**src/hdl/msbs_pkg.sv**
```systemverilog
`default_nettype none
package msbs_pkg;

   localparam int unsigned BYTE_W    = 8;
   localparam int unsigned TRACK_W   = 7;
   localparam int unsigned KIND_W    = 2;
   localparam int unsigned VERSION_W = 2;
   localparam int unsigned CONF_W    = 7;
   localparam int unsigned HIST_DEPTH = 4;

   localparam logic [TRACK_W-1:0] EXT_THRESHOLD_RESET = 7'd35;

   // v1 signature, oldest byte first
   localparam logic [BYTE_W-1:0] V1_B4 = 8'h52;
   localparam logic [BYTE_W-1:0] V1_B3 = 8'h41;
   localparam logic [BYTE_W-1:0] V1_B2 = 8'h50;
   localparam logic [BYTE_W-1:0] V1_B1 = 8'h49;
   localparam logic [BYTE_W-1:0] V1_B0 = 8'h44;

   // v2 signature
   localparam logic [BYTE_W-1:0] V2_B3 = 8'hA9;
   localparam logic [BYTE_W-1:0] V2_B2 = 8'h00;
   localparam logic [BYTE_W-1:0] V2_B1 = 8'h85;
   localparam logic [BYTE_W-1:0] V2_B0 = 8'h02;

   // alternate signature
   localparam logic [BYTE_W-1:0] ALT_B4 = 8'hA9;
   localparam logic [BYTE_W-1:0] ALT_B3 = 8'h0B;
   localparam logic [BYTE_W-1:0] ALT_B2 = 8'h8D;
   localparam logic [BYTE_W-1:0] ALT_B1 = 8'h00;
   localparam logic [BYTE_W-1:0] ALT_B0 = 8'h18;

   typedef enum logic [KIND_W-1:0] {
      KIND_NONE      = 2'd0,
      KIND_PRIMARY   = 2'd1,
      KIND_ALTERNATE = 2'd2,
      KIND_EXTENDED  = 2'd3
   } kind_type;

   localparam logic [VERSION_W-1:0] VERSION_NONE = 2'd0;
   localparam logic [VERSION_W-1:0] VERSION_ONE  = 2'd1;
   localparam logic [VERSION_W-1:0] VERSION_TWO  = 2'd2;

   localparam logic [CONF_W-1:0] CONF_V1       = 7'd95;
   localparam logic [CONF_W-1:0] CONF_V2       = 7'd90;
   localparam logic [CONF_W-1:0] CONF_ALTERNATE = 7'd85;
   localparam logic [CONF_W-1:0] CONF_EXTENDED = 7'd70;
   localparam logic [CONF_W-1:0] CONF_NONE     = 7'd0;

   typedef struct packed {
      logic first;
      logic second;
      logic alternate;
   } hits_type;

   typedef struct packed {
      logic                 detected;
      kind_type             kind;
      logic [VERSION_W-1:0] version;
      logic [TRACK_W-1:0]   sig_track;
      logic [TRACK_W-1:0]   ext_track;
      logic [CONF_W-1:0]    confidence_pct;
   } result_type;

endpackage
`default_nettype wire

```
**src/hdl/multi_signature_byte_scanner.sv**
```systemverilog
// Scans the bytes of one track, one byte per clock, for three fixed signatures
// (v1 52 41 50 49 44, v2 A9 00 85 02, alternate A9 0B 8D 00 18) that lie wholly
// inside the track. The last byte of a track yields one verdict in priority
// order v1, v2, alternate, then extended track (track number above the
// threshold register, reset 35); a track with none of these yields an all-zero
// verdict, and every other byte yields none. A byte is taken every clock while
// the verdict register is empty or being drained in the same cycle; the
// verdict is registered and shows in the cycle after its last byte. The byte
// history is a row of four cells that shift per transfer, clear at track end.
`default_nettype none
module multi_signature_byte_scanner (
   input  wire logic                                clock,
   input  wire logic                                reset,
   input  wire logic                                req_valid,
   output logic                                     req_ready,
   input  wire logic [msbs_pkg::BYTE_W-1:0]         req_data_byte,
   input  wire logic                                req_last_byte,
   input  wire logic [msbs_pkg::TRACK_W-1:0]        req_track_number,
   output logic                                     rsp_valid,
   input  wire logic                                rsp_ready,
   output logic                                     rsp_detected,
   output logic      [msbs_pkg::KIND_W-1:0]         rsp_kind,
   output logic      [msbs_pkg::VERSION_W-1:0]      rsp_version,
   output logic      [msbs_pkg::TRACK_W-1:0]        rsp_sig_track,
   output logic      [msbs_pkg::TRACK_W-1:0]        rsp_ext_track,
   output logic      [msbs_pkg::CONF_W-1:0]         rsp_confidence_pct,
   input  wire logic                                csr_write_enable,
   input  wire logic [msbs_pkg::TRACK_W-1:0]        csr_write_data
);

   localparam int unsigned DEPTH = msbs_pkg::HIST_DEPTH;

   logic                          transfer;
   logic                          rsp_valid_int;
   logic [msbs_pkg::BYTE_W-1:0]   cell_byte  [DEPTH];
   logic                          cell_valid [DEPTH];
   logic [msbs_pkg::TRACK_W-1:0]  threshold_ff;
   logic [msbs_pkg::TRACK_W-1:0]  threshold_in;
   msbs_pkg::hits_type            found_ff;
   msbs_pkg::hits_type            found_in;
   msbs_pkg::hits_type            match;
   msbs_pkg::hits_type            hits;
   msbs_pkg::result_type          result;

   assign req_ready = !rsp_valid_int || rsp_ready;
   assign transfer  = req_valid && req_ready;

   genvar i;
   generate
      for (i = 0; i < DEPTH; i++) begin : g_cell
         if (i == 0) begin : g_head
            msbs_cell u_cell (
               .clock     (clock),
               .reset     (reset),
               .advance   (transfer),
               .clear     (req_last_byte),
               .in_byte   (req_data_byte),
               .in_valid  (1'b1),
               .out_byte  (cell_byte[i]),
               .out_valid (cell_valid[i])
            );
         end else begin : g_body
            msbs_cell u_cell (
               .clock     (clock),
               .reset     (reset),
               .advance   (transfer),
               .clear     (req_last_byte),
               .in_byte   (cell_byte[i-1]),
               .in_valid  (cell_valid[i-1]),
               .out_byte  (cell_byte[i]),
               .out_valid (cell_valid[i])
            );
         end
      end
   endgenerate

   always_comb begin
      match.first = cell_valid[3]
         && cell_byte[3] == msbs_pkg::V1_B4 && cell_byte[2] == msbs_pkg::V1_B3
         && cell_byte[1] == msbs_pkg::V1_B2 && cell_byte[0] == msbs_pkg::V1_B1
         && req_data_byte == msbs_pkg::V1_B0;
      match.second = cell_valid[2]
         && cell_byte[2] == msbs_pkg::V2_B3 && cell_byte[1] == msbs_pkg::V2_B2
         && cell_byte[0] == msbs_pkg::V2_B1 && req_data_byte == msbs_pkg::V2_B0;
      match.alternate = cell_valid[3]
         && cell_byte[3] == msbs_pkg::ALT_B4 && cell_byte[2] == msbs_pkg::ALT_B3
         && cell_byte[1] == msbs_pkg::ALT_B2 && cell_byte[0] == msbs_pkg::ALT_B1
         && req_data_byte == msbs_pkg::ALT_B0;
      hits = found_ff | match;
   end

   always_comb begin
      found_in = found_ff;
      if (transfer) begin
         if (req_last_byte) begin
            found_in = '0;
         end else begin
            found_in = hits;
         end
      end
   end

   always_comb begin
      threshold_in = threshold_ff;
      if (csr_write_enable) begin
         threshold_in = csr_write_data;
      end
   end

   always_ff @(posedge clock) begin
      if (reset) begin
         found_ff     <= '0;
         threshold_ff <= msbs_pkg::EXT_THRESHOLD_RESET;
      end else begin
         found_ff     <= found_in;
         threshold_ff <= threshold_in;
      end
   end

   msbs_verdict u_verdict (
      .clock     (clock),
      .reset     (reset),
      .load      (transfer && req_last_byte),
      .hits      (hits),
      .track     (req_track_number),
      .threshold (threshold_ff),
      .out_ready (rsp_ready),
      .out_valid (rsp_valid_int),
      .result    (result)
   );

   assign rsp_valid          = rsp_valid_int;
   assign rsp_detected       = result.detected;
   assign rsp_kind           = result.kind;
   assign rsp_version        = result.version;
   assign rsp_sig_track      = result.sig_track;
   assign rsp_ext_track      = result.ext_track;
   assign rsp_confidence_pct = result.confidence_pct;

endmodule
`default_nettype wire

```
**src/hdl/msbs_cell.sv**
```systemverilog
`default_nettype none
module msbs_cell (
   input  wire logic                          clock,
   input  wire logic                          reset,
   input  wire logic                          advance,
   input  wire logic                          clear,
   input  wire logic [msbs_pkg::BYTE_W-1:0]   in_byte,
   input  wire logic                          in_valid,
   output logic      [msbs_pkg::BYTE_W-1:0]   out_byte,
   output logic                               out_valid
);

   logic [msbs_pkg::BYTE_W-1:0] byte_ff;
   logic [msbs_pkg::BYTE_W-1:0] byte_in;
   logic                        valid_ff;
   logic                        valid_in;

   always_comb begin
      byte_in  = byte_ff;
      valid_in = valid_ff;
      if (advance) begin
         if (clear) begin
            byte_in  = '0;
            valid_in = 1'b0;
         end else begin
            byte_in  = in_byte;
            valid_in = in_valid;
         end
      end
   end

   always_ff @(posedge clock) begin
      if (reset) begin
         valid_ff <= 1'b0;
      end else begin
         valid_ff <= valid_in;
      end
      byte_ff <= byte_in;
   end

   assign out_byte  = byte_ff;
   assign out_valid = valid_ff;

endmodule
`default_nettype wire

```
**src/hdl/msbs_verdict.sv**
```systemverilog
`default_nettype none
module msbs_verdict (
   input  wire logic                           clock,
   input  wire logic                           reset,
   input  wire logic                           load,
   input  wire msbs_pkg::hits_type             hits,
   input  wire logic [msbs_pkg::TRACK_W-1:0]   track,
   input  wire logic [msbs_pkg::TRACK_W-1:0]   threshold,
   input  wire logic                           out_ready,
   output logic                                out_valid,
   output msbs_pkg::result_type                result
);

   msbs_pkg::result_type result_ff;
   msbs_pkg::result_type result_in;
   logic                 valid_ff;
   logic                 valid_in;

   always_comb begin
      result_in.detected       = 1'b1;
      result_in.kind           = msbs_pkg::KIND_NONE;
      result_in.version        = msbs_pkg::VERSION_NONE;
      result_in.sig_track      = '0;
      result_in.ext_track      = '0;
      result_in.confidence_pct = msbs_pkg::CONF_NONE;
      if (hits.first) begin
         result_in.kind           = msbs_pkg::KIND_PRIMARY;
         result_in.version        = msbs_pkg::VERSION_ONE;
         result_in.sig_track      = track;
         result_in.confidence_pct = msbs_pkg::CONF_V1;
      end else if (hits.second) begin
         result_in.kind           = msbs_pkg::KIND_PRIMARY;
         result_in.version        = msbs_pkg::VERSION_TWO;
         result_in.sig_track      = track;
         result_in.confidence_pct = msbs_pkg::CONF_V2;
      end else if (hits.alternate) begin
         result_in.kind           = msbs_pkg::KIND_ALTERNATE;
         result_in.sig_track      = track;
         result_in.confidence_pct = msbs_pkg::CONF_ALTERNATE;
      end else if (track > threshold) begin
         result_in.kind           = msbs_pkg::KIND_EXTENDED;
         result_in.ext_track      = track;
         result_in.confidence_pct = msbs_pkg::CONF_EXTENDED;
      end else begin
         result_in.detected = 1'b0;
      end
   end

   always_comb begin
      valid_in = valid_ff;
      if (load) begin
         valid_in = 1'b1;
      end else if (out_ready) begin
         valid_in = 1'b0;
      end
   end

   always_ff @(posedge clock) begin
      if (reset) begin
         valid_ff <= 1'b0;
      end else begin
         valid_ff <= valid_in;
      end
      if (load) begin
         result_ff <= result_in;
      end
   end

   assign out_valid = valid_ff;
   assign result    = result_ff;

endmodule
`default_nettype wire

```
**config.mk**
```make
export PLATFORM = sky130hd
export DESIGN_NAME = multi_signature_byte_scanner
export DESIGN_NICKNAME = d
export VERILOG_FILES = /design/src/hdl/msbs_pkg.sv /design/src/hdl/multi_signature_byte_scanner.sv /design/src/hdl/msbs_cell.sv /design/src/hdl/msbs_verdict.sv
export SDC_FILE = /design/constraint.sdc
export NUM_CORES = 1
export LEC_CHECK = 0
export ABC_CLOCK_PERIOD_IN_PS = 1900
export BUFFER_PORTS_ARGS = -buffer_cell sky130_fd_sc_hd__buf_4
export CAP_MARGIN = 5
export CELL_PAD_IN_SITES_DETAIL_PLACEMENT = 1
export CELL_PAD_IN_SITES_GLOBAL_PLACEMENT = 1
export CORE_AREA = 4 4 93 95
export DETAILED_ROUTE_END_ITERATION = 12
export DIE_AREA = 0 0 97 99
export GPL_ROUTABILITY_DRIVEN = 0
export PLACE_DENSITY_LB_ADDON = 0.1
export SYNTH_ARGS = -nofsm -noshare
export SYNTH_HDL_FRONTEND = slang
export SYNTH_SLANG_ARGS = --single-unit
```
**constraint.sdc**
```tcl
create_clock -name clock -period 1.9 [get_ports clock]
set_input_delay 0.19 -clock clock [delete_from_list [all_inputs] [get_ports clock]]
set_output_delay 0.19 -clock clock [all_outputs]
set_load 0.05 [all_outputs]
```
; Yosys cells after proc, flatten, opt, wreduce, memory -nomap -nowiden
; Cells that the tools add are included.
[totals]
register_bits = 73
elab_cells = 77
[classes]
n_bitwise = 2
n_eq_ne = 12
n_mux = 17
order_cmp = 1
n_reduce_logical = 24
[ops]
columns = cell, n
row1 = $eq A8 B7 Y1 const B, 5
row2 = $eq A8 B8 Y1 const B, 4
row3 = $mux W7, 4
row4 = $logic_and A1 B1 Y1, 16
row5 = $logic_not A8 Y1, 2
row6 = $eq A8 B2 Y1 const B, 1
row7 = $eq A8 B4 Y1 const B, 1
row8 = $eq A8 B5 Y1 const B, 1
row9 = $gt A7 B7 Y1, 1
row10 = $mux W1, 7
row11 = $mux W2, 3
row12 = $mux W3, 2
row13 = $mux W4, 1
row14 = $reduce_or A4 Y1, 1
row15 = $or A3 B3 Y3, 1
row16 = $reduce_or A3 Y1, 1
row17 = $reduce_bool A2 Y1, 1
row18 = $reduce_or A2 Y1, 1
row19 = $logic_not A1 Y1, 1
row20 = $logic_or A1 B1 Y1, 1
row21 = $not A1 Y1, 1

; Logic depth before layout (Yosys ltp)
; Gate-level depths: netlist (run 1).
[logic_depth]
depth_word = 10
depth_mapped = 8
ltp_nobuf = 8

; By module
; Synthesis (run 1) repeated with hierarchy kept, for this count alone.
[hier_totals]
hier_cells = 236
area_unflattened_um2 = 3140.5
[by_module_without_submodules]
columns = module, n_inst, area_per_inst_um2, seq_area_each_um2, cells_per_inst
row1 = msbs_cell, 4, 349.1, 260.2, 20
row2 = msbs_verdict, 1, 1119.8, 710.7, 82
row3 = multi_signature_byte_scanner, 1, 624.3, 200.2, 74

; Least setup slack after synthesis (run 1)
; OpenSTA, ideal clock, no wires.
[synth_timing]
path_kind = register to register
from = register u_verdict.valid_ff (netlist: u_verdict.out_valid)
to = register found_ff[1] (netlist name)
stages_incl_launch_ff = 9
required_time_ns = 1.777
t_arrival_ns = 2.341
n_path_buf = 0
setup_slack_ns = -0.564
cell_sequence = dfxtp_1 -> nand2b_1 -> nand2_1 -> inv_2 -> nand2_1 -> inv_2 -> nor2_1 -> o21ai_0 -> nor2_1
[synth_via]
elab_chain_cells = 3
[synth_lines]
columns = element, line_no
row1 = "start, declared", msbs_verdict.sv:16  ; logic valid_ff;
row2 = "start signal, assigned", msbs_verdict.sv:62  ; valid_ff <= valid_in;
row3 = $logic_not A1 Y1, multi_signature_byte_scanner.sv:45  ; assign req_ready = !rsp_valid_int || rsp_ready;
row4 = $logic_or A1 B1 Y1, multi_signature_byte_scanner.sv:45
row5 = net req_ready, multi_signature_byte_scanner.sv:15  ; output logic req_ready,
row6 = $logic_and A1 B1 Y1, multi_signature_byte_scanner.sv:46  ; assign transfer = req_valid && req_ready;
row7 = net g_cell[0].g_head.u_cell.advance, msbs_cell.sv:5  ; input wire logic advance,
row8 = "end signal, assigned", multi_signature_byte_scanner.sv:115  ; found_ff <= found_in;
row9 = "end, declared", multi_signature_byte_scanner.sv:39  ; msbs_pkg::hits_type found_ff;
; The timed path passes the listed nets, and every way through them passes these cells.
; A chain may end at the register's enable or synchronous reset.

; Worst setup path after layout (run 1)
[layout_timing]
from = register g_cell[1].g_body.u_cell.byte_ff, in the netlist g_cell[1].g_body.u_cell.out_byte[1]
to = register u_verdict.result_ff, in the netlist u_verdict.result[8] (data pin)
[layout_via]
elab_chain_cells = 6
[layout_lines]
columns = element, line_no
row1 = "start, declared", msbs_cell.sv:13  ; logic [msbs_pkg::BYTE_W-1:0] byte_ff;
row2 = "start signal, assigned", msbs_cell.sv:38  ; byte_ff <= byte_in;
row3 = $eq A8 B8 Y1 (tied with other cells), multi_signature_byte_scanner.sv:87  ; && cell_byte[1] == msbs_pkg::ALT_B2 && cell_byte[0] == msbs_pkg::ALT_B1
row4 = "$logic_and A1 B1 Y1, on equally long branches", "multi_signature_byte_scanner.sv:87, multi_signature_byte_scanner.sv:80, multi_signature_byte_scanner.sv:83"
row5 = "$logic_and A1 B1 Y1, on equally long branches", "multi_signature_byte_scanner.sv:87, multi_signature_byte_scanner.sv:80, multi_signature_byte_scanner.sv:84"
row6 = "$logic_and A1 B1 Y1, on equally long branches", "multi_signature_byte_scanner.sv:88, multi_signature_byte_scanner.sv:81, multi_signature_byte_scanner.sv:84"
row7 = $or A3 B3 Y3 *, multi_signature_byte_scanner.sv:89  ; hits = found_ff | match;
row8 = $reduce_or A4 Y1 (no source line) *, n/a
row9 = "end signal, assigned", msbs_verdict.sv:65  ; result_ff <= result_in;
row10 = "end, declared", msbs_verdict.sv:14  ; msbs_pkg::result_type result_ff;
; Every way passes the cells marked *; elsewhere a longest branch is shown, timed or not.

==> results_dict.tcl, run 1 <==
set metrics [dict create \
    worst_ep_required_time_ps 1990 \
    netlist_area_mm2 0.003068 \
    grt_pass1_vias 2135 \
    async_flop_share_pct 0 \
    port_buffers 54 \
    nFillCells 806 \
    dpl.hpwl_um 4703 \
    rsz0062_at_grt "true" \
    period_minus_slack_ps 2028 \
    synth_top_area_share_pct 53.83 \
    grt_remaining_overflow 0 \
    setup.worst_path.end_class "flop" \
    initial_core_util_pct 39.70 \
    slew_violations 0 \
    slowest_stage "or4b_4" \
    ys_top_cells_by_area "edfxtp_1, dfxtp_1, nor2b_1, ha_1, and2_1" \
    clk_latency_ps 340 \
    max_freq_mhz 493.1 \
    power_switching_uw 829.5 \
    n_antenna_cell 0 \
    switching_share_pct 25.45 \
    synthToLayoutAreaGrowth_pct 32.71 \
    grt_max_degree 40 \
    power_mw 3.259 \
    hold_ws_ps 79.65 \
    skew_ps 13.28 \
    viasPerCell 4.837 \
    clock_power_share_pct 31.9 \
    syn_nets 274 \
    startpoint_type "flop" \
    synth_edf_count 55 \
    num_vias 2080 \
    path_common_cell "nor2_4" \
    cts-root-buf "clkbuf_8" \
    wire_per_inst_um 14.91 \
    h-tree-depth 3 \
    design_area_mm2 0.004071 \
    worst-setup-path-type "reg2reg" \
    ir_drop_mv 0.4026 \
    io_pins 56 \
    cts_tree "yes" \
    coreArea_mm2 0.007727 \
    dr.pass1.iters 4 \
    powerDensity_mw_per_mm2 800.5 \
    drcViolationCount 0 \
    finalWirelength_um 6410 \
    syn_area_per_cell_um2 12.84 \
    ys_ff_latch 70 \
    cts_buffers 9 \
    outcome "finished with violations" \
    fp.dieH_um 99 \
    pwr-share-comb_pct 13.2 \
    first_iter_violations 55 \
    clockBufferDepth 2 \
    power_leakage_nw 1.613 \
    num_rows 32 \
    worstPathArrival_ps 2120 \
    ant_nets 0 \
    cp_max_fo 6 \
    fin_util_pct 52.69 \
    worst_slack_ps -127.9 \
    die_x_um 97 \
    hp-class "in2reg" \
    synthFlopType "edfxtp_1" \
    setup_viol 19 \
    path_cells "or4b_4 -> nor3_2 -> buf_4 -> nand3_4 -> o21ai_4 -> nor2_4 -> inv_4 -> nor2_4 -> and2_1" \
    drive_above_1_share_pct 40.24 \
    crit_family "simple AND/OR/NAND/NOR gates" \
    final_hold_viol_count 0 \
    clkTransAtPathRegs_ps 70 \
    antenna_found_initial 0 \
    die_area_mm2 0.009603 \
    grt_first_pass_wirelength_um 10450 \
    hold_buffers 0 \
    cts_num_sinks 70 \
    yosysTopAreaCell "edfxtp_1" \
    violations "setup timing" \
    yosysWarnings 0 \
    critPathBufInv 2 \
    grt_usage_pct 13.81 \
    fin_nets 358 \
    seq_power_share_pct 54.9 \
    placed_cell_area_mm2 0.003716 \
    yosysSeqAreaShare_pct 63.62 \
    cpPeakStageDelay_ps 550 \
    finalCritPeriodShare_pct 106.7 \
    yosysUniqueCellTypes 48 \
    synthCells 239 \
    max_cap_viol_count 0 \
    p_int_mw 2.430 \
]
[through the flow]
stage               setup TNS [ps]  instances  worst slack, ps
floorplan                    -1135        239           -181.5
global placement             -1612        406           -156.4
detailed placement           -2197        406           -196.6
CTS                          -2859        428           -199.2
global route                 -2972        430           -203.9
finish                       -1484        430           -127.9
[state kept, by name, summed over array words and instances, names as in the netlist]
signal                          flops
g_cell.g_head.u_cell.out_byte       8
g_cell.g_head.u_cell.out_valid      1
g_cell.g_body.u_cell.out_valid      3
found_ff                            3
g_cell.g_body.u_cell.out_byte      24
u_verdict.out_valid                 1
u_verdict.result                   23
threshold_ff                        7
[routing by layer]
| metal | track usage (%) | part of all wire (%) |
|---|---|---|
| met3 | 3.609 | 4.8 |
| met5 | 0 | 0 |
| met2 | 23.57 | 50 |
| met4 | 6.803 | 2.0 |
| met1 | 16.18 | 43 |
[path summary, 6_finish.rpt]
kind / slack, ps / cells after the start / to / from
worst max-delay path: -130 / 9 / u_verdict.result[8] / g_cell[1].g_body.u_cell.out_byte[1]
worst min-delay path: 80 / 2 / u_verdict.out_valid / reset
worst max register to register: -130 / 9 / u_verdict.result[8] / g_cell[1].g_body.u_cell.out_byte[1]
worst min register to register: 470 / 2 / g_cell[1].g_body.u_cell.out_valid / g_cell[1].g_body.u_cell.out_valid
[power groups by stage]
stage               Combinational [mW]  Sequential [mW]  Clock [mW]
floorplan                        0.183             1.89           0
global placement                 0.411             1.82           0
detailed placement               0.416             1.82           0
CTS                              0.425             1.79        1.08
global route                     0.471             1.80        1.14
finish                           0.431             1.79        1.04
[synthesized netlist by cell type, types with 2 or more instances]
cell,instances
mux2i_1,5
nor2b_1,33
nand4_1,2
a21oi_1,6
nand2_1,15
nor2_1,13
nor4b_1,2
nor2_4,2
dfxtp_1,15
inv_1,10
nand3b_1,4
and4_1,2
nor3_1,5
nand4b_1,3
nor4_1,2
o21ai_0,4
ha_1,7
and3_1,3
clkbuf_1,5
or3_1,2
and2_1,13
or4b_1,2
o211ai_1,2
buf_4,3
inv_2,2
edfxtp_1,55
[cells in the final DEF, fill, tap and decap left out, types with 2 or more instances in the layout]
master	count
nor2_4	4
o21ai_0	4
and3_4	3
ha_1	7
inv_1	9
o211ai_1	2
nor4_2	2
a21oi_1	6
nand3b_1	4
clkbuf_8	10
and4_4	2
buf_4	78
and2_1	12
clkinv_2	3
nand4_1	2
nor3_1	3
inv_4	3
nand2_1	14
or4b_4	3
nor2_1	11
nand4b_1	3
edfxtp_1	55
nor3_2	3
clkbuf_1	2
buf_6	3
dfxtp_1	14
nor2b_1	33
mux2i_1	5
[logic make-up after synthesis]
logic type                 synth area share [%]
AOI/OAI and AO/OA                         5.465
adders and majority gates                 2.855
buffers and inverters                     3.018
DFF                                       63.62
muxes                                     1.631
other                                    0.1222
and+or+nand+nor                           23.29
[final cells by class]
class                      count  area, µm²  share of cell area (%)
sequential                    70       1953                   47.97
inverter                      13      56.30                   1.383
timing repair buffer          81      619.3                   15.21
clock inverter                 4      23.77                  0.5839
multi-input combinational    148       1146                   28.15
tap                          102      127.6                   3.135
clock buffer                  12      145.1                   3.565
[timing repair]
action                     in CTS  in global routing
setup endpoints to repair      21                 24
resized for setup               4                 25
pin swaps                       6                 15
buffers inserted                6                  4
Note: power is estimated with default switching activity, not from simulation.
==> inputs of run 2 (changes only) <==
Settings changed: CORE_AREA 4 4 93 95 to 4 4 94 96, DIE_AREA 0 0 97 99 to 0 0 98 100, SYNTH_HIERARCHICAL set to 1.
==> results_dict.tcl, run 2 <==
set metrics [dict create \
    outcome "finished with violations" \
    violations "setup timing" \
    worst_ep_required_time_ps 2010 \
    grt_max_degree 40 \
    synthSimpleGateAreaFrac_pct 25.06 \
    power_leakage_nw 1.772 \
    worstPathArrival_ps 2420 \
    startpoint_type "flop" \
    die_x_um 98 \
    fin_tns_setup_ps -6558 \
    setup.worst_path.end_class "flop" \
    synth_edf_count 55 \
    fp.dieH_um 100 \
    hold_buffers 0 \
    viasPerCell 4.741 \
    power_mw 3.853 \
    mostFrequentLayoutCell "buf_4" \
    dpl.hpwl_um 5159 \
    drive_above_1_share_pct 48.96 \
    die_area_mm2 0.009800 \
    slowest_stage "or4bb_1" \
    yosysWarnings 6 \
    fin_util_pct 53.35 \
    synth_top_area_share_pct 52.59 \
    fin_cells 440 \
    synthFlopType "edfxtp_1" \
    wire_per_inst_um 16.30 \
    n_antenna_cell 0 \
    cpPeakStageDelay_ps 540 \
    synthToLayoutAreaGrowth_pct 36.77 \
    grt_pass1_vias 2199 \
    grt_first_pass_wirelength_um 11450 \
    worst-setup-path-type "reg2reg" \
    path_cells "or4bb_1 -> nor4_2 -> nand3_1 -> o21bai_1 -> or2_4 -> nor2_8 -> o211a_4 -> and2_1" \
    synthAdderAreaFrac_pct 2.789 \
    wl_met2_um 3246 \
    ant_nets 0 \
    cts_num_sinks 70 \
    grt_usage_pct 15.48 \
    yosysTopAreaCell "edfxtp_1" \
    coreArea_mm2 0.008051 \
    synth_compound_area_share_pct 5.737 \
    yosysSeqAreaShare_pct 62.15 \
    cts-root-buf "clkbuf_8" \
    synthCells 236 \
    critPathBufInv 0 \
    drt-met1-wl_um 3538 \
    syn_nets 271 \
    routed.top_layer "met4" \
    slew_violations 0 \
    antenna_found_initial 0 \
    io_pins 56 \
    finalCritPeriodShare_pct 121.6 \
    muxShareOfSynthArea_pct 1.275 \
    cts_tree "yes" \
    drcViolationCount 0 \
    dp_cells 419 \
    num_vias 2086 \
    clockBufferDepth 2 \
    fin_nets 365 \
    clk_latency_ps 350 \
    wl_met3_um 303 \
    largest_reg_flops 24 \
    powerDensity_mw_per_mm2 896.9 \
    synth_top_family_by_area "simple AND/OR/NAND/NOR gates" \
    ys_top_cells_by_count "edfxtp_1, and2b_2, dfxtp_1" \
    h-tree-depth 3 \
    port_buffers 54 \
    final_hold_viol_count 0 \
    dr.pass1.iters 4 \
    place_ws_ps -550.0 \
    async_flop_share_pct 0 \
    layout_common_cells "buf_4, edfxtp_1, and2b_2" \
    max_cap_viol_count 0 \
    yosysMostFrequentCell "edfxtp_1" \
    first_iter_violations 39 \
    skew_ps 10.77 \
    clkTransAtPathRegs_ps 80 \
    finalWirelength_um 7174 \
    netlist_area_mm2 0.003141 \
    setup_viol 23 \
    cp_max_fo 6 \
    num_rows 33 \
    crit_family "simple AND/OR/NAND/NOR gates" \
    cts_buffers 9 \
    initial_core_util_pct 39.01 \
    synthXorXnorAreaFrac_pct 0 \
    period_minus_slack_ps 2311 \
    ys_ff_latch 70 \
    worst_slack_ps -411.0 \
    max_freq_mhz 432.7 \
    yosysUniqueCellTypes 45 \
    rsz0062_at_grt "true" \
    grt_remaining_overflow 0 \
    hp-class "in2reg" \
    ys_top_cells_by_area "edfxtp_1, dfxtp_1, and2b_2, ha_1, and2_1" \
    ir_drop_mv 0.4021 \
    syn_area_per_cell_um2 13.31 \
]
-- run 2: timing repair --
action / in CTS / in global routing
setup buffers: 6 / 3
resized for setup: 12 / 10
pin swaps: 9 / 6
endpoints found under the setup margin: 22 / 25
-- run 2: where the power goes --
| part | leakage [nW] | internal [mW] | total [mW] | switching [mW] |
|---|---|---|---|---|
| clock network | 0.134 | 1.01 | 1.60 | 0.591 |
| logic | 0.971 | 0.200 | 0.461 | 0.261 |
| registers | 0.668 | 1.75 | 1.79 | 0.0442 |
| total | 1.77 | 2.96 | 3.85 | 0.896 |
-- run 2: area by class of cell --
cell class | instances | area, µm²
clock buffer | 9 | 123.9
tap | 105 | 131.4
inverter | 12 | 45.04
timing repair buffer | 89 | 679.4
fill | 832 | 3756
clock inverter | 7 | 146.4
multi-input combinational | 148 | 1217
sequential | 70 | 1952
-- run 2: logic make-up (layout without fill, tap and decap cells) --
| logic type | after synthesis | after routing |
|---|---|---|
| other | 2 | 2 |
| DFF | 70 | 70 |
| adders and majority gates | 7 | 7 |
| buffers and inverters | 18 | 117 |
| and+or+nand+nor | 110 | 110 |
| muxes | 4 | 4 |
| AOI/OAI and AO/OA | 25 | 25 |
-- run 2: through the flow --
stage | area (µm²) | hold slack [ps]
floorplan | 3176 | 259.1
global placement | 3896 | 399.2
detailed placement | 3896 | 400.9
CTS | 4253 | 22.68
global route | 4295 | 17.05
finish | 4295 | 46.72
-- run 2: worst paths after layout --
kind                                            start                  end  slack, ps  cells after the start
setup / recovery  g_cell[3].g_body.u_cell/out_byte[0]  u_verdict/result[8]       -410                      8
setup reg to reg  g_cell[3].g_body.u_cell/out_byte[0]  u_verdict/result[8]       -410                      8
hold / removal                      csr_write_data[1]      threshold_ff[1]         50                      2
hold reg to reg                           found_ff[2]          found_ff[2]        440                      2
-- run 2: metal layers --
layer | global-route usage, % | vias up
met5 | 0 | -
li1 | - | 1045
met3 | 4.378 | 7
met1 | 20.90 | 999
met2 | 23.56 | 35
met4 | 6.390 | 0
